==> src/hw/rtl/scg_pkg.sv <==
package scg_pkg;

    // Window table size and its index width.
    localparam int MAX_WINDOWS = 8;
    localparam int WIN_IDX_W   = (MAX_WINDOWS > 1) ? $clog2(MAX_WINDOWS) : 1;

    // Gaussian table, a power of two in size.
    localparam int GAUSS_LOG2    = 8;
    localparam int GAUSS_ENTRIES = 1 << GAUSS_LOG2;

    // Shared divider: one quotient bit per step.
    localparam int DIVP_STEPS = 32;
    localparam int DIVG_STEPS = 32 + GAUSS_LOG2;
    localparam int DVD_W      = 32 + GAUSS_LOG2;

    localparam int CNT_MAX = (DIVG_STEPS > MAX_WINDOWS) ? DIVG_STEPS : MAX_WINDOWS;
    localparam int CNT_W   = $clog2(CNT_MAX + 1);

    // Shared multiplier operand and product widths.
    localparam int MUL_W  = 34;
    localparam int PROD_W = 2 * MUL_W;

    // Configuration port.
    localparam int ADDR_W = 6;
    localparam int DATA_W = 64;

    localparam logic [2:0] REG_MODE     = 3'd0;
    localparam logic [2:0] REG_START    = 3'd1;
    localparam logic [2:0] REG_DURATION = 3'd2;
    localparam logic [2:0] REG_PERIOD   = 3'd3;
    localparam logic [2:0] REG_AMP      = 3'd4;
    localparam logic [2:0] REG_AREA_LO  = 3'd5;
    localparam logic [2:0] REG_AREA_HI  = 3'd6;
    localparam logic [2:0] REG_WCOUNT   = 3'd7;

    // Bit positions inside the mode register.
    localparam int MODE_MANUAL  = 0;
    localparam int MODE_SPATIAL = 1;
    localparam int MODE_RECT    = 2;

    typedef struct packed {
        logic [2:0]         mode;
        logic [31:0]        pulse_start;
        logic [31:0]        pulse_duration;
        logic [31:0]        pulse_period;
        logic signed [31:0] pulse_amplitude;
        logic [63:0]        area_low;
        logic [63:0]        area_high;
        logic [3:0]         window_count;
    } t_cfg;

    typedef struct packed {
        logic               func;
        logic [31:0]        time_req;
        logic [15:0]        node_index;
        logic signed [31:0] node_x;
        logic signed [31:0] node_y;
        logic [2:0]         window_slot;
        logic [31:0]        window_end;
        logic signed [31:0] window_amplitude;
    } t_req;

    typedef enum logic [2:0] {
        MUL_SQX,
        MUL_SQY,
        MUL_SQR,
        MUL_NP,
        MUL_AMP
    } t_mul_sel;

    typedef struct packed {
        logic                 win_write;
        logic                 load_item;
        t_mul_sel             mul_sel;
        logic                 save_sa;
        logic                 save_sb;
        logic                 area_eval;
        logic                 div_load_p;
        logic                 div_load_g;
        logic                 div_step;
        logic                 base_calc;
        logic                 scan_step;
        logic [WIN_IDX_W-1:0] scan_idx;
        logic                 gauss_res;
        logic                 out_load;
    } t_cmd;

    typedef struct packed {
        logic need_gauss;
        logic dur_zero;
        logic out_free;
    } t_status;

    typedef logic [15:0] t_gauss_tab [GAUSS_ENTRIES];

    // exp(-18 u^2) in Q0.16 for u = k / (2 * GAUSS_ENTRIES), by a truncated
    // series raised to the 256th power through eight squarings.
    function automatic t_gauss_tab f_gauss_build();
        t_gauss_tab  tab;
        logic [63:0] one;
        logic [63:0] x;
        logic [63:0] y;
        logic [63:0] y2;
        logic [63:0] y3;
        logic [63:0] y4;
        logic [63:0] r;
        logic [63:0] e;
        one = 64'd1 << 30;
        for (int k = 0; k < GAUSS_ENTRIES; k++) begin
            // The divisor 2 * GAUSS_ENTRIES^2 is a power of two.
            x  = ((64'd9 * 64'(k) * 64'(k)) << 30) >> (1 + 2 * GAUSS_LOG2);
            y  = x >> 8;
            y2 = (y * y) >> 30;
            y3 = (y2 * y) >> 30;
            y4 = (y3 * y) >> 30;
            r  = (one + y2 / 64'd2 + y4 / 64'd24) - (y + y3 / 64'd6);
            for (int i = 0; i < 8; i++) begin
                r = (r * r) >> 30;
            end
            e = (r + (64'd1 << 13)) >> 14;
            tab[k] = (e > 64'd65535) ? 16'hFFFF : e[15:0];
        end
        return tab;
    endfunction

    localparam t_gauss_tab GAUSS_TABLE = f_gauss_build();

endpackage

==> src/hw/rtl/scg_ctrl.sv <==
module scg_ctrl (
    input  logic             i_clk,
    input  logic             i_rst_n,
    input  scg_pkg::t_cfg    i_cfg,
    input  logic             i_req_valid,
    input  logic             i_req_func,
    output logic             o_req_ready,
    input  scg_pkg::t_status i_status,
    output scg_pkg::t_cmd    o_cmd
);

    typedef enum logic [3:0] {
        S_IDLE,
        S_SQX,
        S_SQY,
        S_SQR,
        S_AREA,
        S_SCAN,
        S_DIVP,
        S_MULNP,
        S_BASE,
        S_DECIDE,
        S_DIVG,
        S_GMUL,
        S_GRES,
        S_DONE
    } t_state;

    t_state                    r_state, n_state;
    logic [scg_pkg::CNT_W-1:0] r_cnt, n_cnt;
    logic [scg_pkg::CNT_W-1:0] w_scan_lim;

    assign w_scan_lim = (32'(i_cfg.window_count) > scg_pkg::MAX_WINDOWS)
                      ? scg_pkg::CNT_W'(scg_pkg::MAX_WINDOWS)
                      : scg_pkg::CNT_W'(i_cfg.window_count);

    always_comb begin
        n_state       = r_state;
        n_cnt         = r_cnt;
        o_cmd         = '0;
        o_cmd.mul_sel = scg_pkg::MUL_SQX;
        o_req_ready   = 1'b0;
        case (r_state)
            S_IDLE: begin
                o_req_ready = 1'b1;
                if (i_req_valid) begin
                    if (i_req_func) begin
                        o_cmd.win_write = 1'b1;
                    end else begin
                        o_cmd.load_item = 1'b1;
                        n_state         = S_SQX;
                    end
                end
            end
            S_SQX: begin
                o_cmd.mul_sel = scg_pkg::MUL_SQX;
                n_state       = S_SQY;
            end
            S_SQY: begin
                o_cmd.mul_sel = scg_pkg::MUL_SQY;
                o_cmd.save_sa = 1'b1;
                n_state       = S_SQR;
            end
            S_SQR: begin
                o_cmd.mul_sel = scg_pkg::MUL_SQR;
                o_cmd.save_sb = 1'b1;
                n_state       = S_AREA;
            end
            S_AREA: begin
                o_cmd.area_eval = 1'b1;
                n_cnt           = '0;
                if (i_cfg.mode[scg_pkg::MODE_MANUAL]) begin
                    n_state = (w_scan_lim == '0) ? S_DONE : S_SCAN;
                end else begin
                    o_cmd.div_load_p = 1'b1;
                    n_state          = S_DIVP;
                end
            end
            S_SCAN: begin
                o_cmd.scan_step = 1'b1;
                o_cmd.scan_idx  = r_cnt[scg_pkg::WIN_IDX_W-1:0];
                n_cnt           = r_cnt + 1'b1;
                if (r_cnt == w_scan_lim - 1'b1) begin
                    n_state = S_DONE;
                end
            end
            S_DIVP: begin
                o_cmd.div_step = 1'b1;
                n_cnt          = r_cnt + 1'b1;
                if (r_cnt == scg_pkg::CNT_W'(scg_pkg::DIVP_STEPS - 1)) begin
                    n_state = S_MULNP;
                end
            end
            S_MULNP: begin
                o_cmd.mul_sel = scg_pkg::MUL_NP;
                n_state       = S_BASE;
            end
            S_BASE: begin
                o_cmd.base_calc = 1'b1;
                n_state         = S_DECIDE;
            end
            S_DECIDE: begin
                n_cnt = '0;
                if (!i_status.need_gauss) begin
                    n_state = S_DONE;
                end else if (i_status.dur_zero) begin
                    n_state = S_GMUL;
                end else begin
                    o_cmd.div_load_g = 1'b1;
                    n_state          = S_DIVG;
                end
            end
            S_DIVG: begin
                o_cmd.div_step = 1'b1;
                n_cnt          = r_cnt + 1'b1;
                if (r_cnt == scg_pkg::CNT_W'(scg_pkg::DIVG_STEPS - 1)) begin
                    n_state = S_GMUL;
                end
            end
            S_GMUL: begin
                o_cmd.mul_sel = scg_pkg::MUL_AMP;
                n_state       = S_GRES;
            end
            S_GRES: begin
                o_cmd.gauss_res = 1'b1;
                n_state         = S_DONE;
            end
            S_DONE: begin
                if (i_status.out_free) begin
                    o_cmd.out_load = 1'b1;
                    n_state        = S_IDLE;
                end
            end
            default: begin
                n_state = S_IDLE;
            end
        endcase
    end

    always_ff @(posedge i_clk) begin
        if (!i_rst_n) begin
            r_state <= S_IDLE;
            r_cnt   <= '0;
        end else begin
            r_state <= n_state;
            r_cnt   <= n_cnt;
        end
    end

`ifndef SYNTHESIS
    a_load_when_free: assert property (@(posedge i_clk) disable iff (!i_rst_n)
        o_cmd.out_load |-> i_status.out_free)
        else $error("result loaded over an untaken result");

    a_ready_only_idle: assert property (@(posedge i_clk) disable iff (!i_rst_n)
        (r_state != S_IDLE) |-> !o_req_ready)
        else $error("input ready while an item is in work");

    a_idle_after_load: assert property (@(posedge i_clk) disable iff (!i_rst_n)
        o_cmd.out_load |=> (r_state == S_IDLE))
        else $error("controller did not return to idle after a result");

    a_eval_starts_area: assert property (@(posedge i_clk) disable iff (!i_rst_n)
        o_cmd.load_item |=> (r_state == S_SQX))
        else $error("evaluation did not start with the area test");
`endif

endmodule

==> config.mk <==
export PLATFORM = sky130hd
export DESIGN_NAME = scg_ctrl
export DESIGN_NICKNAME = d
export VERILOG_FILES = /design/src/hw/rtl/scg_pkg.sv /design/src/hw/rtl/scg_ctrl.sv
export SDC_FILE = /design/constraint.sdc
export NUM_CORES = 1
export LEC_CHECK = 0
export BUFFER_PORTS_ARGS = -buffer_cell sky130_fd_sc_hd__buf_2
export CAP_MARGIN = 5
export CELL_PAD_IN_SITES_DETAIL_PLACEMENT = 0
export CELL_PAD_IN_SITES_GLOBAL_PLACEMENT = 1
export CORE_AREA = 2 2 112 114
export CTS_BUF_LIST = sky130_fd_sc_hd__clkbuf_8
export CTS_CLUSTER_DIAMETER = 80
export DETAILED_ROUTE_END_ITERATION = 8
export DIE_AREA = 0 0 114 116
export GPL_TIMING_DRIVEN = 1
export PLACE_DENSITY_LB_ADDON = 0.1
export RECOVER_POWER = 25
export SETUP_SLACK_MARGIN = 0.2
export SLEW_MARGIN = 20
export SYNTH_ARGS = -nofsm -noshare
export SYNTH_HDL_FRONTEND = slang
export SYNTH_SLANG_ARGS = --single-unit
==> constraint.sdc <==
create_clock -name i_clk -period 3.5 [get_ports i_clk]
set_input_delay 0.35 -clock i_clk [delete_from_list [all_inputs] [get_ports i_clk]]
set_output_delay 0.35 -clock i_clk [all_outputs]
set_load 0.01 [all_outputs]
==> run metrics, run 1 <==
Post-Synth Adder-Cell Area 2.55%; Initial Utilization 8.24%; post-synthesis mux area share 0%; layout cells sized above 1 23.5%; RSZ-0062 raised after global routing false; Reg2Reg Setup Slack 1380 ps; fill count 1426; WP data arrival 1860 ps; Tot Pwr 0.631 mW; Max H-tree Level 1; number of remaining DRC errors 0; diode count 0; dominant cells by area after synthesis dfxtp_1, o21ai_0, nand2_1; nets 427; Yosys top cell area share 20.4%; register share of total power 34.1%; worst min path class in2reg; ys async rst share 0%; Crit Reg-Reg Endpoint r_state[3]; clock group share of total power 19.7%; DRT iter0 DRCs 34; synthesis-to-layout area growth 31.1%; Seq. cell area 200 um2; period utilization 63.1%; CP Max Fanout 21; area of the multi-input gates 693 um2; Final Critical Period 2210 ps; final WL 4100 um; Clock transition at path regs 50 ps; R2R Path Start r_cnt[0]; CTS Sinks 10; DR vias 1016; Max Clock Skew 8.49 ps; initial antenna violation count 0; Ports 289; die area 13200 um2; routed len/inst 13.7 um; most frequent cell after synthesis nand2_1; Post-CTS Resized 0; Worst-Margin Slew 734 ps; clk root buf clkbuf_8; Distinct cells, synth 50; PD cells 491 nW/um2; r2r worst-path depth 6; gpl congestion 0.668; combinational share of power 46.2%; Worst Setup Start Kind flop; post-synthesis sequential area ratio 20.4%; synth cell count leaders nand2_1, dfxtp_1, nor2_1, o21ai_0; setup_tns 0 ps; Max-slew headroom 51.0%; Die H 116 um; status complete, no violations; Avg Cell Area, Syn 7.60 um2; CP startpoint r_state[3]; EDFF count, synth 0; CP Class reg2out; internal power 0.336 mW; buffer count from post-CTS setup fixing 0; leakage 0.475 nW; VDD IR max 109 uV; Worst setup EP type output pin; Syn Nets 401; main combinational cell family by area after synthesis simple AND/OR/NAND/NOR gates; total CTS buffers 3; placed cells 297; Final Max Slew Viols 0; Post-Synth Simple-Gate Area 40.6%; row count 40; Critical Path Sink o_cmd[3]; synth warn 0; switching portion of total power 46.8%; MaxCap Viol Count 0; Psw 0.296 mW; TritonCTS clock tree yes; Max Freq 453 MHz; Synth Area in Compound Gates 25.5%; largest net degree at the start of global routing 22; GRT overflow 0; vias in the first global route 1059; critical path required time 3150 ps; Port Buffer Count 30; DR pass1 iterations 4; Non-Filler Instances 300; Final Hold Vio Count 0; mapped cell area 981 um2; Routed Antenna Nets 0; Max Root-Sink Buffers 2; Gate Count Post-Synth 129; Final setup viols 0; Die W 114 um; first-pass GRT wire length 6420 um; Tot GR Track Use 6.52%; hold buffers post-CTS 0; Post-Synth XOR/XNOR Area 3.57%; Synth Register Bits 10; dpl hpwl 3070 um; Worst-Skew Late Latency 240 ps; post-synth top area cell dfxtp_1; Synth Flop Type dfxtp_1; Via density 3.39; Core ar. 11900 um2
per-layer routing:
layer	up-vias	GRT usage (%)	wire length (um)
met5	-	0	0
met3	2	0.680	91
li1	519	-	-
met4	0	1.95	29
met2	21	10.7	1940
met1	474	9.04	2030
flip-flops by register name (all words and copies together) (netlist names):
signal and flops:
r_state 4, r_cnt 6
cell families (layout without fill, tap and decap cells):
| group | Yosys count | in the layout |
|---|---|---|
| compound gates | 36 | 36 |
| xor+xnor | 4 | 4 |
| fa+ha+maj | 2 | 2 |
| buf+inv | 14 | 38 |
| flops | 10 | 10 |
| simple gates | 63 | 63 |
layout make-up:
cell class / count / share of cell area (%)
inverter: 4 / 1.17
tap: 147 / 14.3
multi-input combinational: 105 / 53.9
clock buffer: 3 / 3.21
timing repair buffer: 31 / 11.9
sequential: 10 / 15.6
worst min-delay path by stage:
| stage | startpoint | end | depth (start not counted) |
|---|---|---|---|
| after floorplan | r_cnt[4] | r_cnt[4] | 2 |
| after global placement | r_cnt[5] | r_cnt[5] | 2 |
| after detailed placement | r_cnt[5] | r_cnt[5] | 2 |
| after CTS | i_rst_n | r_state[0] | 2 |
| after global routing | i_rst_n | r_state[0] | 2 |
| final | i_rst_n | r_state[0] | 2 |
power groups by stage:
stage / Sequential, mW / Clock [mW] / Combinational, mW
after floorplan: 0.147 / 0 / 0.277
after global placement: 0.229 / 0 / 0.320
after detailed placement: 0.230 / 0 / 0.317
after CTS: 0.227 / 0.132 / 0.318
after global routing: 0.230 / 0.134 / 0.337
final: 0.215 / 0.124 / 0.292
worst max-delay path, stage by stage, from the launching register on:
cell and delay (ps):
dfxtp_1 790, and4bb_1 340, buf_4 190, and2_1 170, buf_2 140
through the flow:
stage          setup slack [ps]  area [um2]  hold slack [ps]  util (%)
2_1_floorplan              1690         981              476         -
3_3_place_gp               1280        1260              552      10.6
3_5_place_dp               1240        1260              532      10.6
4_1_cts                    1190        1310              474      11.0
5_1_grt                    1050        1290              474      10.8
6_report                   1290        1290              467      10.8
cell usage in the layout (no fill, tap or decap), types with 3 or more instances in the layout:
| cell type | n |
|---|---|
| xor2_1 | 3 |
| clkbuf_8 | 3 |
| nand2b_1 | 5 |
| nor3b_1 | 3 |
| nor4_1 | 3 |
| clkbuf_1 | 4 |
| and2_1 | 4 |
| o21ai_0 | 10 |
| o21ai_1 | 3 |
| buf_2 | 26 |
| nor2_1 | 10 |
| nor3_1 | 5 |
| a21boi_1 | 4 |
| inv_1 | 4 |
| dfxtp_1 | 10 |
| nand2_1 | 11 |
| nor2b_1 | 4 |
Note: power is estimated with default switching activity, not from simulation.
==> run 2, diff against run 1 <==
--- a/config.mk
+++ b/config.mk
@@ -5,6 +5,7 @@
 export SDC_FILE = /design/constraint.sdc
 export NUM_CORES = 1
 export LEC_CHECK = 0
+export ABC_AREA = 1
 export BUFFER_PORTS_ARGS = -buffer_cell sky130_fd_sc_hd__buf_2
 export CAP_MARGIN = 5
 export CELL_PAD_IN_SITES_DETAIL_PLACEMENT = 0
==> constraint.sdc (replaced) <==
create_clock -name i_clk -period 1.9 [get_ports i_clk]
set_input_delay 0.19 -clock i_clk [delete_from_list [all_inputs] [get_ports i_clk]]
set_output_delay 0.19 -clock i_clk [all_outputs]
set_load 0.01 [all_outputs]
==> run 2 against run 1 <==
Net effect:
- first-iteration DRC count fell by 47%
- worst hold slack worse by 250 ps
- total power up 130%
- flip-flop and latch count stayed put
- utilization rose by 2.1 points
- clock power rose by 120%
- sequential share of layout area down 2.3 points
- setup slack got worse by 1000 ps
- final cell count increased by 21%
- routed wire length is 0.22% higher
- largest power group unchanged
==> run metrics, run 2 <==
status complete, no violations; synth cell count leaders nand2_1, inv_1, nor2_1; Final Max Slew Viols 0 (unchanged); Synth Area in Compound Gates 13.2% (-12 points); register share of total power 21.4% (-13 points); gpl congestion 0.659 (-1.3%); top flop regs r_cnt (6), r_state (4); WP data arrival 1450 ps (-410 ps); Final setup viols 0 (unchanged); vias in the first global route 1191 (+12%); period utilization 86.4%; Port Buffer Count 30 (unchanged); largest net degree at the start of global routing 9 (-59%); clk root buf clkbuf_8; ys async rst share 0% (unchanged); RSZ-0062 raised after global routing true; layout cells sized above 1 38.4% (+15 points); post-synth top area cell dfxtp_1; Max Freq 609 MHz; CP Max Fanout 5 (-76%); Die W 114 um (unchanged); mapped cell area 977 um2 (-0.38%); total CTS buffers 3 (unchanged); Tot Pwr 1.46 mW (+130%); VDD IR max 394 uV (+260%); hold buffers post-CTS 0 (unchanged); row count 40 (unchanged); internal power 0.762 mW (+130%); switching portion of total power 47.8% (+0.95 points); Psw 0.697 mW (+140%); Die H 116 um (unchanged); most frequent cell after synthesis nand2_1; final WL 4110 um (+0.22%); worst min path class in2reg; Routed Antenna Nets 0 (unchanged); Initial Utilization 8.20% (-0.032 points); DR pass1 iterations 4 (unchanged); Worst Setup Start Kind flop; Core ar. 11900 um2 (unchanged); Max-slew headroom 81.5% (+30 points); Post-Synth XOR/XNOR Area 0.896% (-2.7 points); DR vias 1162 (+14%); combinational share of power 59.9% (+14 points); Gate Count Post-Synth 168 (+30%); Max Root-Sink Buffers 2 (unchanged); TritonCTS clock tree yes; post-synthesis sequential area ratio 20.5% (+0.078 points); Ports 289 (unchanged); Largest Register r_cnt; CTS Sinks 10 (unchanged); leakage 0.737 nW (+55%); routed len/inst 11.3 um (-17%); Synth Flop Type dfxtp_1; Final Hold Vio Count 0 (unchanged); main combinational cell family by area after synthesis simple AND/OR/NAND/NOR gates; Tot GR Track Use 6.18% (-0.34 points); critical path required time 1710 ps (-1440 ps); Hold Slack 217 ps (-250 ps); Avg Cell Area, Syn 5.82 um2 (-24%); first-pass GRT wire length 6300 um (-1.9%); Worst-Margin Slew 277 ps (-457 ps); Via density 3.20 (-5.5%); dominant cells by area after synthesis dfxtp_1, nand2_1, inv_1; Worst-Skew Late Latency 230 ps (about the same); commonest non-fill, non-tap cell in the layout nand2_1; Yosys top cell area share 20.5% (+0.078 points); initial antenna violation count 0 (unchanged); Max H-tree Level 1 (unchanged); max reg flops 6 (unchanged); GRT overflow 0 (unchanged); Worst setup EP type output pin; number of remaining DRC errors 0 (unchanged); nets 489 (+15%); MaxCap Viol Count 0 (unchanged); Post-Synth Simple-Gate Area 50.2% (+9.6 points); clock group share of total power 18.6% (-1.1 points); Clock transition at path regs 50 ps (about the same); Final Critical Period 1640 ps; PD cells 952 nW/um2 (+94%); post-synthesis mux area share 0% (unchanged); Max Clock Skew 2.13 ps (-6.37 ps); dpl hpwl 3500 um (+14%); die area 13200 um2 (unchanged); EDFF count, synth 0 (unchanged); synth warn 0 (unchanged); Syn Nets 440 (+9.7%); Post-Synth Adder-Cell Area 2.56% (+0.0098 points); diode count 0 (unchanged); CP Class reg2out; Synth Register Bits 10 (unchanged); Distinct cells, synth 27 (-46%); DRT iter0 DRCs 18 (-47%); synthesis-to-layout area growth 56.7%; most frequent cells in the layout nand2_1, buf_2, inv_1
-- run 2: per-layer routing --
layer  global-route usage [%]  up-vias  routed length [um]
met3                     1.57        0                 210
met5                        0        -                   0
li1                         -      627                   -
met1                     8.00      512                1930
met4                    0.976        0                   0
met2                     10.6       23                1960
-- run 2: area by class of cell --
type | instances | area [um2]
inverters | 32 | 124
fillers | 1426 | 10400
clock buffers | 4 | 55.1
flip-flops and latches | 10 | 203
well taps | 147 | 184
repair buffers | 44 | 260
multi-input cells | 126 | 706
-- run 2: cells by family (layout without fill, tap and decap cells) --
group                      Yosys count  count (layout)
and+or+nand+nor                    101             101
buffers and inverters               32              80
AOI/OAI and AO/OA                   22              22
DFF                                 10              10
adders and majority gates            2               2
xor gates and xnor gates             1               1
-- run 2: per-stage QoR --
step	setup slack [ps]	TNS [ps]	area, um2	util, %	instances
floorplan	304	0	977	-	168
global placement	-142	-388	1380	11.6	354
detailed placement	-98.6	-267	1380	11.6	354
CTS	189	0	1440	12.1	358
global route	134	0	1530	12.9	363
finish	258	0	1530	12.9	363
-- run 2: critical path: stages, from the launching register on --
cell     delay (ps)
dfxtp_1         380
nor2_1          190
inv_1           110
nor2_2          150
inv_1           100
nor2_2          130
buf_2           150
-- run 2: repair_timing --
item / in CTS / in global routing
resized for setup: 1 / 19
pin swaps: 0 / 17
setup endpoints to repair: 3 / 9
hold endpoints to repair: 0 / 0
setup buffers: 0 / 5
cloned: 0 / 0
-- run 2: final timing paths --
| kind | from | endpoint | slack, ps | depth (start not counted) |
|---|---|---|---|---|
| max | r_state[0] | o_cmd[9] | 260 | 6 |
| min | i_rst_n | r_state[2] | 220 | 3 |
| max reg2reg | r_state[2] | r_state[2] | 330 | 9 |
| min reg2reg | r_cnt[3] | r_cnt[3] | 510 | 2 |
-- run 2: power by group through the flow --
stage | Clock [mW] | Combinational [mW] | Sequential (mW)
2_1_floorplan | 0 | 0.534 | 0.303
3_3_place_gp | 0 | 0.853 | 0.321
3_5_place_dp | 0 | 0.821 | 0.317
4_1_cts | 0.286 | 0.826 | 0.312
5_1_grt | 0.300 | 0.985 | 0.320
6_report | 0.272 | 0.874 | 0.313
