[src/hw/rtl/scg_pkg.sv]
package scg_pkg;

    // Window table size and its index width.
    localparam int MAX_WINDOWS = 8;
    localparam int WIN_IDX_W   = (MAX_WINDOWS > 1) ? $clog2(MAX_WINDOWS) : 1;

    // Gaussian table, a power of two in size.
    localparam int GAUSS_LOG2    = 8;
    localparam int GAUSS_ENTRIES = 1 << GAUSS_LOG2;

    // Shared divider: one quotient bit per step.
    localparam int DIVP_STEPS = 32;
    localparam int DIVG_STEPS = 32 + GAUSS_LOG2;
    localparam int DVD_W      = 32 + GAUSS_LOG2;

    localparam int CNT_MAX = (DIVG_STEPS > MAX_WINDOWS) ? DIVG_STEPS : MAX_WINDOWS;
    localparam int CNT_W   = $clog2(CNT_MAX + 1);

    // Shared multiplier operand and product widths.
    localparam int MUL_W  = 34;
    localparam int PROD_W = 2 * MUL_W;

    // Configuration port.
    localparam int ADDR_W = 6;
    localparam int DATA_W = 64;

    localparam logic [2:0] REG_MODE     = 3'd0;
    localparam logic [2:0] REG_START    = 3'd1;
    localparam logic [2:0] REG_DURATION = 3'd2;
    localparam logic [2:0] REG_PERIOD   = 3'd3;
    localparam logic [2:0] REG_AMP      = 3'd4;
    localparam logic [2:0] REG_AREA_LO  = 3'd5;
    localparam logic [2:0] REG_AREA_HI  = 3'd6;
    localparam logic [2:0] REG_WCOUNT   = 3'd7;

    // Bit positions inside the mode register.
    localparam int MODE_MANUAL  = 0;
    localparam int MODE_SPATIAL = 1;
    localparam int MODE_RECT    = 2;

    typedef struct packed {
        logic [2:0]         mode;
        logic [31:0]        pulse_start;
        logic [31:0]        pulse_duration;
        logic [31:0]        pulse_period;
        logic signed [31:0] pulse_amplitude;
        logic [63:0]        area_low;
        logic [63:0]        area_high;
        logic [3:0]         window_count;
    } t_cfg;

    typedef struct packed {
        logic               func;
        logic [31:0]        time_req;
        logic [15:0]        node_index;
        logic signed [31:0] node_x;
        logic signed [31:0] node_y;
        logic [2:0]         window_slot;
        logic [31:0]        window_end;
        logic signed [31:0] window_amplitude;
    } t_req;

    typedef enum logic [2:0] {
        MUL_SQX,
        MUL_SQY,
        MUL_SQR,
        MUL_NP,
        MUL_AMP
    } t_mul_sel;

    typedef struct packed {
        logic                 win_write;
        logic                 load_item;
        t_mul_sel             mul_sel;
        logic                 save_sa;
        logic                 save_sb;
        logic                 area_eval;
        logic                 div_load_p;
        logic                 div_load_g;
        logic                 div_step;
        logic                 base_calc;
        logic                 scan_step;
        logic [WIN_IDX_W-1:0] scan_idx;
        logic                 gauss_res;
        logic                 out_load;
    } t_cmd;

    typedef struct packed {
        logic need_gauss;
        logic dur_zero;
        logic out_free;
    } t_status;

    typedef logic [15:0] t_gauss_tab [GAUSS_ENTRIES];

    // exp(-18 u^2) in Q0.16 for u = k / (2 * GAUSS_ENTRIES), by a truncated
    // series raised to the 256th power through eight squarings.
    function automatic t_gauss_tab f_gauss_build();
        t_gauss_tab  tab;
        logic [63:0] one;
        logic [63:0] x;
        logic [63:0] y;
        logic [63:0] y2;
        logic [63:0] y3;
        logic [63:0] y4;
        logic [63:0] r;
        logic [63:0] e;
        one = 64'd1 << 30;
        for (int k = 0; k < GAUSS_ENTRIES; k++) begin
            // The divisor 2 * GAUSS_ENTRIES^2 is a power of two.
            x  = ((64'd9 * 64'(k) * 64'(k)) << 30) >> (1 + 2 * GAUSS_LOG2);
            y  = x >> 8;
            y2 = (y * y) >> 30;
            y3 = (y2 * y) >> 30;
            y4 = (y3 * y) >> 30;
            r  = (one + y2 / 64'd2 + y4 / 64'd24) - (y + y3 / 64'd6);
            for (int i = 0; i < 8; i++) begin
                r = (r * r) >> 30;
            end
            e = (r + (64'd1 << 13)) >> 14;
            tab[k] = (e > 64'd65535) ? 16'hFFFF : e[15:0];
        end
        return tab;
    endfunction

    localparam t_gauss_tab GAUSS_TABLE = f_gauss_build();

endpackage

[src/hw/rtl/scg_cfg_regs.sv]
module scg_cfg_regs (
    input  logic                        i_clk,
    input  logic                        i_rst_n,
    input  logic                        psel,
    input  logic                        penable,
    input  logic                        pwrite,
    input  logic [scg_pkg::ADDR_W-1:0]  paddr,
    input  logic [scg_pkg::DATA_W-1:0]  pwdata,
    output logic [scg_pkg::DATA_W-1:0]  prdata,
    output logic                        pready,
    output scg_pkg::t_cfg               o_cfg
);

    scg_pkg::t_cfg r_cfg;
    logic [2:0]    w_idx;

    assign w_idx  = paddr[5:3];
    assign pready = 1'b1;
    assign o_cfg  = r_cfg;

    always_ff @(posedge i_clk) begin
        if (!i_rst_n) begin
            r_cfg <= '{pulse_period: 32'd1, default: '0};
        end else if (psel && penable && pwrite) begin
            case (w_idx)
                scg_pkg::REG_MODE:     r_cfg.mode            <= pwdata[2:0];
                scg_pkg::REG_START:    r_cfg.pulse_start     <= pwdata[31:0];
                scg_pkg::REG_DURATION: r_cfg.pulse_duration  <= pwdata[31:0];
                scg_pkg::REG_PERIOD:   r_cfg.pulse_period    <= pwdata[31:0];
                scg_pkg::REG_AMP:      r_cfg.pulse_amplitude <= $signed(pwdata[31:0]);
                scg_pkg::REG_AREA_LO:  r_cfg.area_low        <= pwdata;
                scg_pkg::REG_AREA_HI:  r_cfg.area_high       <= pwdata;
                scg_pkg::REG_WCOUNT:   r_cfg.window_count    <= pwdata[3:0];
                default: ;
            endcase
        end
    end

    always_comb begin
        case (w_idx)
            scg_pkg::REG_MODE:     prdata = {61'd0, r_cfg.mode};
            scg_pkg::REG_START:    prdata = {32'd0, r_cfg.pulse_start};
            scg_pkg::REG_DURATION: prdata = {32'd0, r_cfg.pulse_duration};
            scg_pkg::REG_PERIOD:   prdata = {32'd0, r_cfg.pulse_period};
            scg_pkg::REG_AMP:      prdata = {32'd0, r_cfg.pulse_amplitude};
            scg_pkg::REG_AREA_LO:  prdata = r_cfg.area_low;
            scg_pkg::REG_AREA_HI:  prdata = r_cfg.area_high;
            scg_pkg::REG_WCOUNT:   prdata = {60'd0, r_cfg.window_count};
            default:               prdata = '0;
        endcase
    end

endmodule

[config.mk]
export PLATFORM = sky130hd
export DESIGN_NAME = scg_cfg_regs
export DESIGN_NICKNAME = d
export VERILOG_FILES = /design/src/hw/rtl/scg_pkg.sv /design/src/hw/rtl/scg_cfg_regs.sv
export SDC_FILE = /design/constraint.sdc
export NUM_CORES = 1
export LEC_CHECK = 0
export ABC_AREA = 1
export BUFFER_PORTS_ARGS = -buffer_cell sky130_fd_sc_hd__buf_4
export CORE_ASPECT_RATIO = 1.4
export CORE_UTILIZATION = 40
export DETAILED_ROUTE_END_ITERATION = 16
export PLACE_DENSITY = 0.66
export SLEW_MARGIN = 20
export SYNTH_ARGS = -nofsm -noshare
export SYNTH_HDL_FRONTEND = slang
export SYNTH_SLANG_ARGS = --single-unit
[constraint.sdc]
create_clock -name i_clk -period 1.8 [get_ports i_clk]
set_clock_uncertainty 0.2 [all_clocks]
set_input_delay 0.18 -clock i_clk [delete_from_list [all_inputs] [get_ports i_clk]]
set_output_delay 0.18 -clock i_clk [all_outputs]
set_load 0.01 [all_outputs]
==> summary.txt, run 1 <==
Worst setup path
  – Worst R2R Path Depth: 3
  – Critical Path RT: 1.42 ns
  – Worst-path maximum fanout: 3
  – Crit path depth: 5
  – Critical path type: reg -> out
  – Startpoint types: register
  – Crit. End Element: primary output
  – Worst path cell trace: nand4_1, nand2_1, nor2_1, nand3_1, buf_4
  – Worst path buffer plus inverter count: 1
  – Critical-path top delay cell: dfxtp_2
  – Crit path largest cell delay: 0.35 ns
  – CP arrival: between 1 and 1.5 ns
  – Family with the most delay on the worst path: simple AND/OR/NAND/NOR gates

Die
  – Core ar.: 0.0286 mm^2
  – Horiz. Die Dim: between 100 and 150 um
  – I/O Pins: around 400
  – Initial Util: about 41%
  – Die ar.: 0.0300 mm^2
  – Number of cell rows: 73
  – Die Ht: between 200 and 250 um

Layout
  – Fin area: 0.0174 mm^2
  – Area of the multi-input gates: between 0.005 and 0.006 mm^2
  – Final instance count without filler cells: roughly 2500
  – Most frequent cells in the layout: buf_4 (437), nor2_1 (402), o21ai_0 (242)
  – Max reg flops: 263
  – Proportion of layout cells with a drive suffix above 1: 27.2%
  – Storage element area: 0.00531 mm^2
  – Area Overhead vs Synth: 48.9%
  – Nets: 2219
  – Fill count: 2584
  – # diodes: 0
  – Commonest non-fill, non-tap cell in the layout: buf_4
  – Final core utilization: approximately three fifths

Drt
  – Post-detailed-route wirelength per cell: approximately 19 um
  – Final ANT Viol Nets: 0
  – Routed WL: 47600 um
  – Post-detailed-route via-to-cell ratio: 5.33
  – Post-route DRC: 0
  – Vias: 13500
  – Drt initial violations: approximately 790
  – Pre-antenna DRT Iters: 5

Synth
  – Post-synthesis sequential area ratio: 45.0%
  – Synth Area in Simple Gates: 29.8%
  – Cell area after synthesis: roughly 0.012 mm^2
  – Syn Nets: 1785
  – Flops & latches, synth: 263
  – Yosys synthesis warning count: 0
  – Largest family of logic cells by synthesized area: simple AND/OR/NAND/NOR gates
  – Multiplexer share of the synthesized area: 0%
  – Netlist cell types: 22
  – Adder-Cell Fraction of Synth Area: 0%
  – Synthesized instance count: about 1700
  – Synth Area in XOR/XNOR: 0%
  – Compound-Gate Fraction of Synth Area: 15.0%
  – Mean post-synth cell area: 6.85 um^2

Pwr
  – Pwr Density: 742 mW/mm^2
  – Switching part of the total: 24.3%
  – Comb pwr share: under 10%
  – Leak pwr: 7.55 nW
  – Clock share of power: 44.0%
  – Reg power frac: between 40% and 50%
  – Net Sw Power: 3.15 mW
  – Cell-internal power: slightly below 10 mW
  – VDD IR-drop max: ~0.64 mV

Clocking
  – Max clock buf depth: 3
  – CTS clock-pin slew for the worst setup and hold paths: 0.06 ns
  – Root Buffer: clkbuf_16
  – Total CTS buffers: 27
  – Worst skew pair latency: 0.53 ns
  – CTS tree: yes
  – Clk sinks: 263
  – H-tree depth: 1

Global routing
  – Overall routing resource usage: 29.9%
  – Vias in the first global route: 12700
  – Grt ovf: 0
  – Largest net degree at the start of global routing: between 100 and 150
  – Initial antenna violation count: 0
  – First-pass GRT wire length: a little over 70000 um

Status
  – Violated checks: setup timing
  – Status: finished, violations left

Flow run
  – Max cap viols: 0

STA
  – Worst Tran Pin Value: a little under 0.6 ns
  – Fmax: approximately 540 MHz
  – Tmin final: 1.84 ns
  – Max transition margin: 61.0%
  – Fin crit share: 102%
  – Setup ws final: -0.0383 ns
  – Final Max Slew Viols: 0
  – Final TNS setup: -0.0383 ns
  – Final Setup Violations: 1
  – RSZ-0062 raised after global routing: true
  – Hold Fails Final Rpt: 0

Place
  – GPL Wtd Cong: a little over 0.9
  – Dpl ws: 0.0134 ns
  – DP Cell Count: around 2400
  – Post-place instance area: about 0.016 mm^2
  – DPL Wire Length: 30700 um
  – IO Port Bufs: 398

Min path
  – Hold Crit Depth: 6
  – Worst hold path type: in -> reg
worst register-to-register path, delay by kind of cell (launching register included):
| family | cells | cell delay [ns] |
|---|---|---|
| compound gates | 1 | 0.16 |
| buf+inv | 1 | 0.15 |
| simple gates | 1 | 0.05 |
| flops | 1 | 0.33 |
path summary, 6_finish.rpt:
kind               from          to  slack [ns]
max          o_cfg[228]   prdata[0]       -0.04
min              pwrite    o_cfg[1]        0.05
max reg2reg  o_cfg[132]  o_cfg[132]        0.80
min reg2reg  o_cfg[166]  o_cfg[166]        0.30
layer usage:
layer / GRT usage, % / part of all wire (%)
met1: 34.8 / 38
met2: 52.9 / 50
met3: 5.29 / 8.0
met4: 14.2 / 4.5
met5: 0 / 0
synthesized netlist by cell type:
| cell | n | area share [%] |
|---|---|---|
| nor2_1 | 408 | 13 |
| dfxtp_1 | 263 | 45 |
| o21ai_0 | 249 | 11 |
| nor3_1 | 227 | 9.7 |
| inv_1 | 159 | 5.1 |
| clkbuf_1 | 99 | 3.2 |
| nand2_1 | 87 | 2.8 |
| o21ai_1 | 42 | 1.8 |
| nand3_1 | 38 | 1.6 |
| buf_2 | 32 | 1.4 |
| o22ai_1 | 32 | 1.7 |
| nand4_1 | 19 | 1.0 |
| a21oi_1 | 13 | 0.56 |
| nand3b_1 | 12 | 0.77 |
| buf_1 | 6 | 0.19 |
| a22oi_1 | 5 | 0.32 |
| buf_4 | 4 | 0.26 |
| inv_2 | 4 | 0.13 |
| nand3_2 | 4 | 0.34 |
| nor2_2 | 3 | 0.16 |
| nor2_4 | 3 | 0.29 |
| conb_1 | 1 | 0.032 |
kinds of logic (layout without fill, tap and decap cells):
kind of cell,count (synthesis),in the layout
compound gates,341,341
buf+inv,304,757
simple gates,801,801
flops,263,263
other cells,1,1
timing repair:
action / 4_1_cts / 5_1_grt
gates cloned: 0 / 4
endpoints found under the hold margin: 263 / 0
hold buffers: 65 / 0
gates resized for setup: 10 / 55
endpoints found under the setup margin: 5 / 33
pin swaps: 3 / 19
buffers inserted: 2 / 10
power groups by stage:
stage | Sequential [mW] | Clock [mW] | Combinational (mW)
global route | 5.97 | 6.01 | 1.36
floorplan | 6.11 | 0 | 0.436
finish | 5.96 | 5.69 | 1.28
CTS | 5.96 | 5.78 | 1.22
detailed placement | 6.09 | 0 | 1.10
global placement | 6.09 | 0 | 1.09
through the flow:
stage	total power, mW	hold slack [ns]
final	12.9	0.0491
after global routing	13.3	0.0673
after CTS	13.0	0.0324
after detailed placement	7.19	0.228
after global placement	7.18	0.218
after floorplan	6.54	0.122
cell type report:
| class | count | share of cell area (%) |
|---|---|---|
| flip-flops and latches | 263 | 30.5 |
| multi-input cells | 1143 | 30.8 |
| well taps | 375 | 2.69 |
| clock buffers | 39 | 4.59 |
| clock inverters | 9 | 0.546 |
| inverters | 163 | 3.53 |
| repair buffers | 546 | 27.4 |
No activity file was read; power rests on OpenSTA's default activity.
==> run 2, diff against run 1 <==
--- a/config.mk
+++ b/config.mk
@@ -5,10 +5,11 @@
 export SDC_FILE = /design/constraint.sdc
 export NUM_CORES = 1
 export LEC_CHECK = 0
-export ABC_AREA = 1
 export BUFFER_PORTS_ARGS = -buffer_cell sky130_fd_sc_hd__buf_4
+export CAP_MARGIN = 20
 export CORE_ASPECT_RATIO = 1.4
 export CORE_UTILIZATION = 40
+export CTS_CLUSTER_SIZE = 30
 export DETAILED_ROUTE_END_ITERATION = 16
 export PLACE_DENSITY = 0.66
 export SLEW_MARGIN = 20
==> run 2 against run 1 <==
Compared with the run above: the run still ends with setup timing left; combinational power fell by 5%; sequential power fell by 1%; synthesized cell count fell by 17%; clock power rose by 11%; total power rose by 3.7%; synthesized area rose by 0.27%; non-clock buffer count rose by 41; largest cell class unchanged.
==> summary.txt, run 2 <==
Die
  – Die ar.: 0.0301 mm^2 (was 0.0300 mm^2)
  – Number of cell rows: 73 (unchanged)
  – Horiz. Die Dim: 147 um (about the same)
  – Initial Util: 41.1% (was 41.0%)
  – Die Ht: 205 um (was 204 um)
  – Core ar.: 0.0286 mm^2 (unchanged)
  – I/O Pins: 403 (unchanged)

Drt
  – Metal2 WL: 23200 um (was 23700 um)
  – Pre-antenna DRT Iters: 5 (unchanged)
  – Post-route DRC: 0 (unchanged)
  – M1 wire length: 17500 um (was 18000 um)
  – Final ANT Viol Nets: 0 (unchanged)
  – Vias: 12200 (was 13500)
  – Met3 routed WL: 3430 um (was 3820 um)
  – Drt initial violations: 579 (was 786)
  – Routed WL: 46400 um (was 47600 um)
  – Max layer used: met4 (unchanged)
  – Post-detailed-route via-to-cell ratio: 5.28 (was 5.33)
  – Post-detailed-route wirelength per cell: 20.1 um (was 18.7 um)

Layout
  – Most frequent cells in the layout: nand2_1 (521), buf_4 (490), a21boi_0 (207) (was buf_4 (437), nor2_1 (402), o21ai_0 (242))
  – # diodes: 0 (unchanged)
  – Commonest non-fill, non-tap cell in the layout: nand2_1 (was buf_4)
  – Nets: 1991 (was 2219)
  – Area Overhead vs Synth: 53.7% (was 48.9%)
  – Final instance count without filler cells: 2310 (was 2538)
  – Final core utilization: 63.1% (was 61.0%)
  – Fin area: 0.0180 mm^2 (was 0.0174 mm^2)
  – Max reg flops: 263 (unchanged)
  – Proportion of layout cells with a drive suffix above 1: 37.3% (was 27.2%)

Synth
  – Largest cells by area after synthesis: dfxtp_1 (45%), nand2_1 (17%), a21boi_0 (13%) (was dfxtp_1 (45%), nor2_1 (13%), o21ai_0 (11%))
  – Netlist cell types: 34 (was 22)
  – Top-area cell type share of the netlist area: 44.8% (was 45.0%)
  – Cell taking the most area after synthesis: dfxtp_1 (unchanged)
  – Number of synthesized flops with an enable pin: 0 (unchanged)
  – Ys async rst share: 0% (unchanged)
  – Syn Nets: 1497 (was 1785)
  – Cell area after synthesis: 0.0117 mm^2 (about the same)
  – Mean post-synth cell area: 8.26 um^2 (was 6.85 um^2)
  – Dominant cell by count in the synthesized netlist: nand2_1 (was nor2_1)
  – Flops & latches, synth: 263 (unchanged)
  – Yosys synthesis warning count: 0 (unchanged)
  – Synth Flop Type: dfxtp_1 (unchanged)
  – Synthesized instance count: 1422 (was 1710)
  – Post-synthesis sequential area ratio: 44.8% (was 45.0%)
  – Commonest cells in the netlist: nand2_1 (532), dfxtp_1 (263), a21boi_0 (207) (was nor2_1 (408), dfxtp_1 (263), o21ai_0 (249))

STA
  – Final Max Slew Viols: 0 (unchanged)
  – Final TNS setup: -3.97 ns (was -0.0383 ns)
  – Tmin final: 2.21 ns (was 1.84 ns)
  – Hold slack: 0.000813 ns (was 0.0491 ns)
  – Fin crit share: 123% (was 102%)
  – RSZ-0062 raised after global routing: true (unchanged)
  – Max transition margin: 63.2% (was 61.0%)
  – Worst Tran Pin Value: 0.552 ns (was 0.585 ns)
  – Fmax: 453 MHz (was 544 MHz)
  – Hold Fails Final Rpt: 0 (unchanged)
  – Final Setup Violations: 28 (was 1)
  – Setup ws final: -0.408 ns (was -0.0383 ns)

Clocking
  – Max clock buf depth: 3 (unchanged)
  – CTS tree: yes (unchanged)
  – H-tree depth: 1 (unchanged)
  – CTS clock-pin slew for the worst setup and hold paths: 0.07 ns (was 0.06 ns)
  – Worst skew pair latency: 0.54 ns (was 0.53 ns)
  – Total CTS buffers: 27 (unchanged)
  – Clk sinks: 263 (unchanged)
  – Root Buffer: clkbuf_16 (unchanged)

Worst setup path
  – Startpoint types: register (unchanged)
  – Worst-path maximum fanout: 3 (unchanged)
  – CP arrival: 1.83 ns (was 1.46 ns)
  – FF-to-FF Start: o_cfg[3] (was o_cfg[132])
  – Worst setup path start: o_cfg[68] (was o_cfg[228])
  – Crit. End Element: primary output (unchanged)
  – Critical path type: reg -> out (unchanged)
  – Critical Path RT: 1.42 ns (about the same)

Pwr
  – VDD IR-drop max: 0.752 mV (was 0.643 mV)
  – Cell-internal power: 10.3 mW (was 9.79 mW)
  – Comb pwr share: 9.1% (was 9.9%)
  – Net Sw Power: 3.08 mW (was 3.15 mW)
  – Pwr Density: 743 mW/mm^2 (was 742 mW/mm^2)
  – Reg power frac: 44.0% (was 46.1%)
  – Switching part of the total: 22.9% (was 24.3%)
  – Leak pwr: 7.43 nW (was 7.55 nW)
  – Clock share of power: 46.9% (was 44.0%)

Global routing
  – Initial antenna violation count: 0 (unchanged)
  – Overall routing resource usage: 29.6% (was 29.9%)
  – First-pass GRT wire length: 69000 um (was 71300 um)
  – Grt ovf: 0 (unchanged)
  – Vias in the first global route: 12000 (was 12700)
  – Largest net degree at the start of global routing: 116 (was 119)

Place
  – DP Cell Count: 2158 (was 2409)
  – DPL Wire Length: 30900 um (was 30700 um)
  – Post-place instance area: 0.0156 mm^2 (was 0.0155 mm^2)
  – GPL Wtd Cong: 0.855 (was 0.908)
  – IO Port Bufs: 398 (unchanged)

Status
  – Status: finished, violations left (unchanged)
  – Violated checks: setup timing (unchanged)

Min path
  – Worst hold path type: in -> reg (unchanged)
  – HP Start: paddr[5] (was pwrite)

Flow run
  – Max cap viols: 0 (unchanged)
[run 2: changes by cell type after synthesis, sizes merged, moves of 160 or more]
| cell | previous run | this run |
|---|---|---|
| nor3 | 227 | 1 |
| nand2 | 87 | 532 |
| inv | 163 | 3 |
| nor2 | 414 | 30 |
| o21ai | 291 | 4 |
| a21boi | 0 | 259 |
[run 2: power by group through the flow]
stage | clock network, mW | logic (mW) | registers (mW)
3_5_place_dp | 0 | 1.01 | 6.03
2_1_floorplan | 0 | 0.431 | 6.04
5_1_grt | 6.64 | 1.28 | 5.90
3_3_place_gp | 0 | 0.999 | 6.03
4_1_cts | 6.37 | 1.17 | 5.90
6_report | 6.29 | 1.21 | 5.90
[run 2: critical path, stage by stage, from the launching register on]
cell	delay (ns)
dfxtp_2	0.33
mux2_2	0.27
a22o_1	0.19
a221oi_2	0.26
nor2_1	0.07
buf_4	0.15
[run 2: layout make-up]
cell class | count | area [um^2]
clock buffer | 36 | 779
timing repair buffer | 587 | 4940
clock inverter | 12 | 214
inverter | 3 | 11.3
sequential | 263 | 5340
multi-input combinational | 1034 | 6300
fill | 2428 | 10500
tap | 375 | 469
[run 2: worst paths after layout]
check	endpoint	slack [ns]	depth (start not counted)
worst max-delay path	prdata[0]	-0.41	5
worst min-delay path	o_cfg[227]	0.0008	5
worst max register to register	o_cfg[3]	0.68	3
worst min register to register	o_cfg[138]	0.26	2
[run 2: through the flow]
step	total power, mW	worst slack (ns)
global placement	7.03	-0.0921
global route	13.8	-0.446
detailed placement	7.04	-0.122
floorplan	6.47	0.112
finish	13.4	-0.408
CTS	13.4	-0.431
[run 2: routing by layer]
metal / global-route usage (%) / up-vias
li1: - / 5775
met1: 32.5 / 5786
met2: 53.0 / 523
met3: 6.50 / 124
met4: 15.3 / 0
met5: 0 / -
[run 2: timing repair]
item,CTS,global route
setup endpoints to repair,33,64
resized for setup,111,25
hold buffers,65,0
gates cloned,0,2
pin swaps,11,10
hold endpoints to repair,263,0
buffers inserted,31,6
[run 2: kinds of logic after synthesis]
logic type / Yosys count / share of synthesized area, %
other cells: 1 / 0.0319
simple gates: 587 / 19.7
compound gates: 375 / 24.0
flops: 263 / 44.8
mux: 71 / 6.35
buf+inv: 125 / 5.11
==> run 3, diff against run 2 <==
==> constraint.sdc (replaced) <==
create_clock -name i_clk -period 1.8 [get_ports i_clk]
set_clock_uncertainty 0.2 [all_clocks]
set_input_delay 0.09 -clock i_clk [delete_from_list [all_inputs] [get_ports i_clk]]
set_output_delay 0.09 -clock i_clk [all_outputs]
set_load 0.01 [all_outputs]
==> run 3 against run 2 <==
Compared with the run above: the run still ends with setup timing left; flip-flop and latch count unchanged; critical path type unchanged; utilization decreased by 2.0 points; die area did not move; total power down 3.4%; clock power down 6.2%; count of clock-buffer cells in the layout is 2 higher; sequential share of layout area is 0.87 points higher; worst setup slack better by 0.068 ns; largest cell class unchanged; first-iteration DRC count up 17%; fmax up 3.2%; critical path depth stayed put.
==> summary.txt, run 3 (synthesis results as in run 2) <==
Status
  – Status: finished, violations left (unchanged)
  – Violated checks: setup timing (unchanged)

Layout
  – Nets: 1956 (was 1991)
  – Proportion of layout cells with a drive suffix above 1: 34.2% (was 37.3%)
  – Area Overhead vs Synth: 48.9% (was 53.7%)
  – Area of the multi-input gates: 0.00613 mm^2 (was 0.00630 mm^2)
  – Max reg flops: 263 (unchanged)
  – Fill count: 2508 (was 2428)
  – Storage element area: 0.00532 mm^2 (was 0.00534 mm^2)
  – # diodes: 0 (unchanged)
  – Most frequent cells in the layout: nand2_1 (528), buf_4 (460), dfxtp_1 (217) (was nand2_1 (521), buf_4 (490), a21boi_0 (207))
  – Commonest non-fill, non-tap cell in the layout: nand2_1 (unchanged)

Die
  – Die Ht: 205 um (unchanged)
  – Die ar.: 0.0301 mm^2 (unchanged)
  – Number of cell rows: 73 (unchanged)
  – Core ar.: 0.0286 mm^2 (unchanged)
  – I/O Pins: 403 (unchanged)
  – Horiz. Die Dim: 147 um (unchanged)
  – Initial Util: 41.1% (unchanged)

Drt
  – Final ANT Viol Nets: 0 (unchanged)
  – Drt initial violations: 679 (was 579)
  – Post-detailed-route via-to-cell ratio: 5.31 (was 5.28)
  – Pre-antenna DRT Iters: 7 (was 5)
  – Routed WL: 46100 um (was 46400 um)
  – Vias: 12100 (was 12200)
  – Post-route DRC: 0 (unchanged)
  – Post-detailed-route wirelength per cell: 20.3 um (was 20.1 um)

Pwr
  – Switching part of the total: 23.1% (was 22.9%)
  – Comb pwr share: 8.9% (was 9.1%)
  – VDD IR-drop max: 0.570 mV (was 0.752 mV)
  – Reg power frac: 45.5% (was 44.0%)
  – Net Sw Power: 2.99 mW (was 3.08 mW)
  – Overall power: 13.0 mW (was 13.4 mW)
  – Leak pwr: 7.16 nW (was 7.43 nW)
  – Cell-internal power: 9.96 mW (was 10.3 mW)
  – Pwr Density: 741 mW/mm^2 (was 743 mW/mm^2)
  – Clock share of power: 45.5% (was 46.9%)

Clocking
  – Clk sinks: 263 (unchanged)
  – CTS clock-pin slew for the worst setup and hold paths: 0.06 ns (was 0.07 ns)
  – H-tree depth: 1 (unchanged)
  – Root Buffer: clkbuf_16 (unchanged)
  – Worst skew pair latency: 0.53 ns (was 0.54 ns)
  – CTS tree: yes (unchanged)
  – Max clock buf depth: 3 (unchanged)
  – Total CTS buffers: 26 (was 27)

Global routing
  – Met3 Usage GRT: 6.48% (was 6.50%)
  – Met1 Usage GRT: 33.1% (was 32.5%)
  – Vias in the first global route: 11800 (was 12000)
  – Global route hottest layer: met2 (unchanged)
  – First-pass GRT wire length: 69600 um (was 69000 um)
  – Initial antenna violation count: 0 (unchanged)
  – GRT met2 Usage: 54.2% (was 53.0%)
  – Grt ovf: 0 (unchanged)
  – Largest net degree at the start of global routing: 66 (was 116)
  – Overall routing resource usage: 29.9% (was 29.6%)

Place
  – DPL Wire Length: 31300 um (was 30900 um)
  – GPL Wtd Cong: 0.840 (was 0.855)
  – IO Port Bufs: 398 (unchanged)

STA
  – RSZ-0062 raised after global routing: true (unchanged)
  – Fmax: 467 MHz (was 453 MHz)
  – Setup ws final: -0.340 ns (was -0.408 ns)
  – Final TNS setup: -2.00 ns (was -3.97 ns)
  – Tmin final: 2.14 ns (was 2.21 ns)
  – Fin crit share: 119% (was 123%)
  – Hold Fails Final Rpt: 0 (unchanged)
  – Hold slack: 0.00635 ns (was 0.000813 ns)
  – Final Setup Violations: 20 (was 28)
  – Final Max Slew Viols: 0 (unchanged)

Worst setup path
  – Family with the most delay on the worst path: compound AO/OA/AOI/OAI gates (unchanged)
  – Critical-path top delay cell: dfxtp_2 (unchanged)
  – Crit path largest cell delay: 0.33 ns (about the same)
  – Worst path cell trace: mux2_2, a22o_1, a221oi_2, nor2_1, buf_4 (unchanged)
  – Crit. End Element: primary output (unchanged)
  – Worst path buffer plus inverter count: 1 (unchanged)
  – Worst-path maximum fanout: 3 (unchanged)
  – Critical Path RT: 1.51 ns (was 1.42 ns)
  – CP arrival: 1.85 ns (was 1.83 ns)
  – Critical path type: reg -> out (unchanged)
  – Flop2flop setup slack: 0.44 ns (was 0.68 ns)
  – Startpoint types: register (unchanged)

Flow run
  – Max cap viols: 0 (unchanged)

Min path
  – Worst hold path type: in -> reg (unchanged)
==> run 3: cell count changes in the layout (fill, tap and decap cells not counted), sizes merged <==
cell | before | now
clkinv | 6 | 4
bufinv | 6 | 4
buf | 520 | 487
dlygate4sd3 | 65 | 66
==> run 3: per-layer routing <==
| layer | share of wire, % | vias up |
|---|---|---|
| met3 | 7.9 | 112 |
| met5 | 0 | - |
| li1 | - | 5688 |
| met4 | 4.6 | 0 |
| met2 | 50 | 532 |
| met1 | 37 | 5736 |
==> run 3: power groups by stage <==
| stage | logic [mW] | registers [mW] | clock network [mW] |
|---|---|---|---|
| 4_1_cts | 1.14 | 5.90 | 5.96 |
| 2_1_floorplan | 0.431 | 6.04 | 0 |
| 3_5_place_dp | 0.994 | 6.03 | 0 |
| 6_report | 1.16 | 5.90 | 5.90 |
| 5_1_grt | 1.22 | 5.90 | 6.20 |
| 3_3_place_gp | 0.989 | 6.03 | 0 |
==> run 3: worst min-delay path: cells and delay by family <==
kind,cells,cell delay (ns)
compound gates,1,0.05
buf+inv,2,0.29
simple gates,3,0.24
==> run 3: metrics by stage <==
| step | instances | area, um^2 | worst slack (ns) | utilization, % |
|---|---|---|---|---|
| 2_1_floorplan | 1422 | 11700 | 0.292 | - |
| 3_3_place_gp | 2145 | 15500 | -0.424 | 54.2 |
| 3_5_place_dp | 2145 | 15500 | -0.123 | 54.3 |
| 4_1_cts | 2269 | 17400 | -0.335 | 60.8 |
| 5_1_grt | 2274 | 17500 | -0.349 | 61.2 |
| 6_report | 2274 | 17500 | -0.340 | 61.2 |
==> run 3: path summary, 6_finish.rpt <==
kind,cells past startpoint,to,startpoint
hold / removal,6,o_cfg[130],penable
hold reg to reg,2,o_cfg[188],o_cfg[188]
setup reg to reg,3,o_cfg[122],o_cfg[122]
setup / recovery,5,prdata[0],o_cfg[68]
==> run 3: area by class of cell <==
cell class,instances,share of cell area [%]
Sequential cell,263,30.4
Multi-Input combinational cell,1034,35.1
Inverter,3,0.0644
Clock buffer,38,4.44
Clock inverter,8,0.823
Timing Repair Buffer,553,26.5
Tap cell,375,2.68
==> run 3: repair_timing <==
item                                    CTS  global route
endpoints found under the setup margin   26            32
pin swaps                                 4             3
setup buffers                            12             5
hold buffers                             66             0
hold endpoints to repair                263             0
gates cloned                              0             0
resized for setup                        60            26
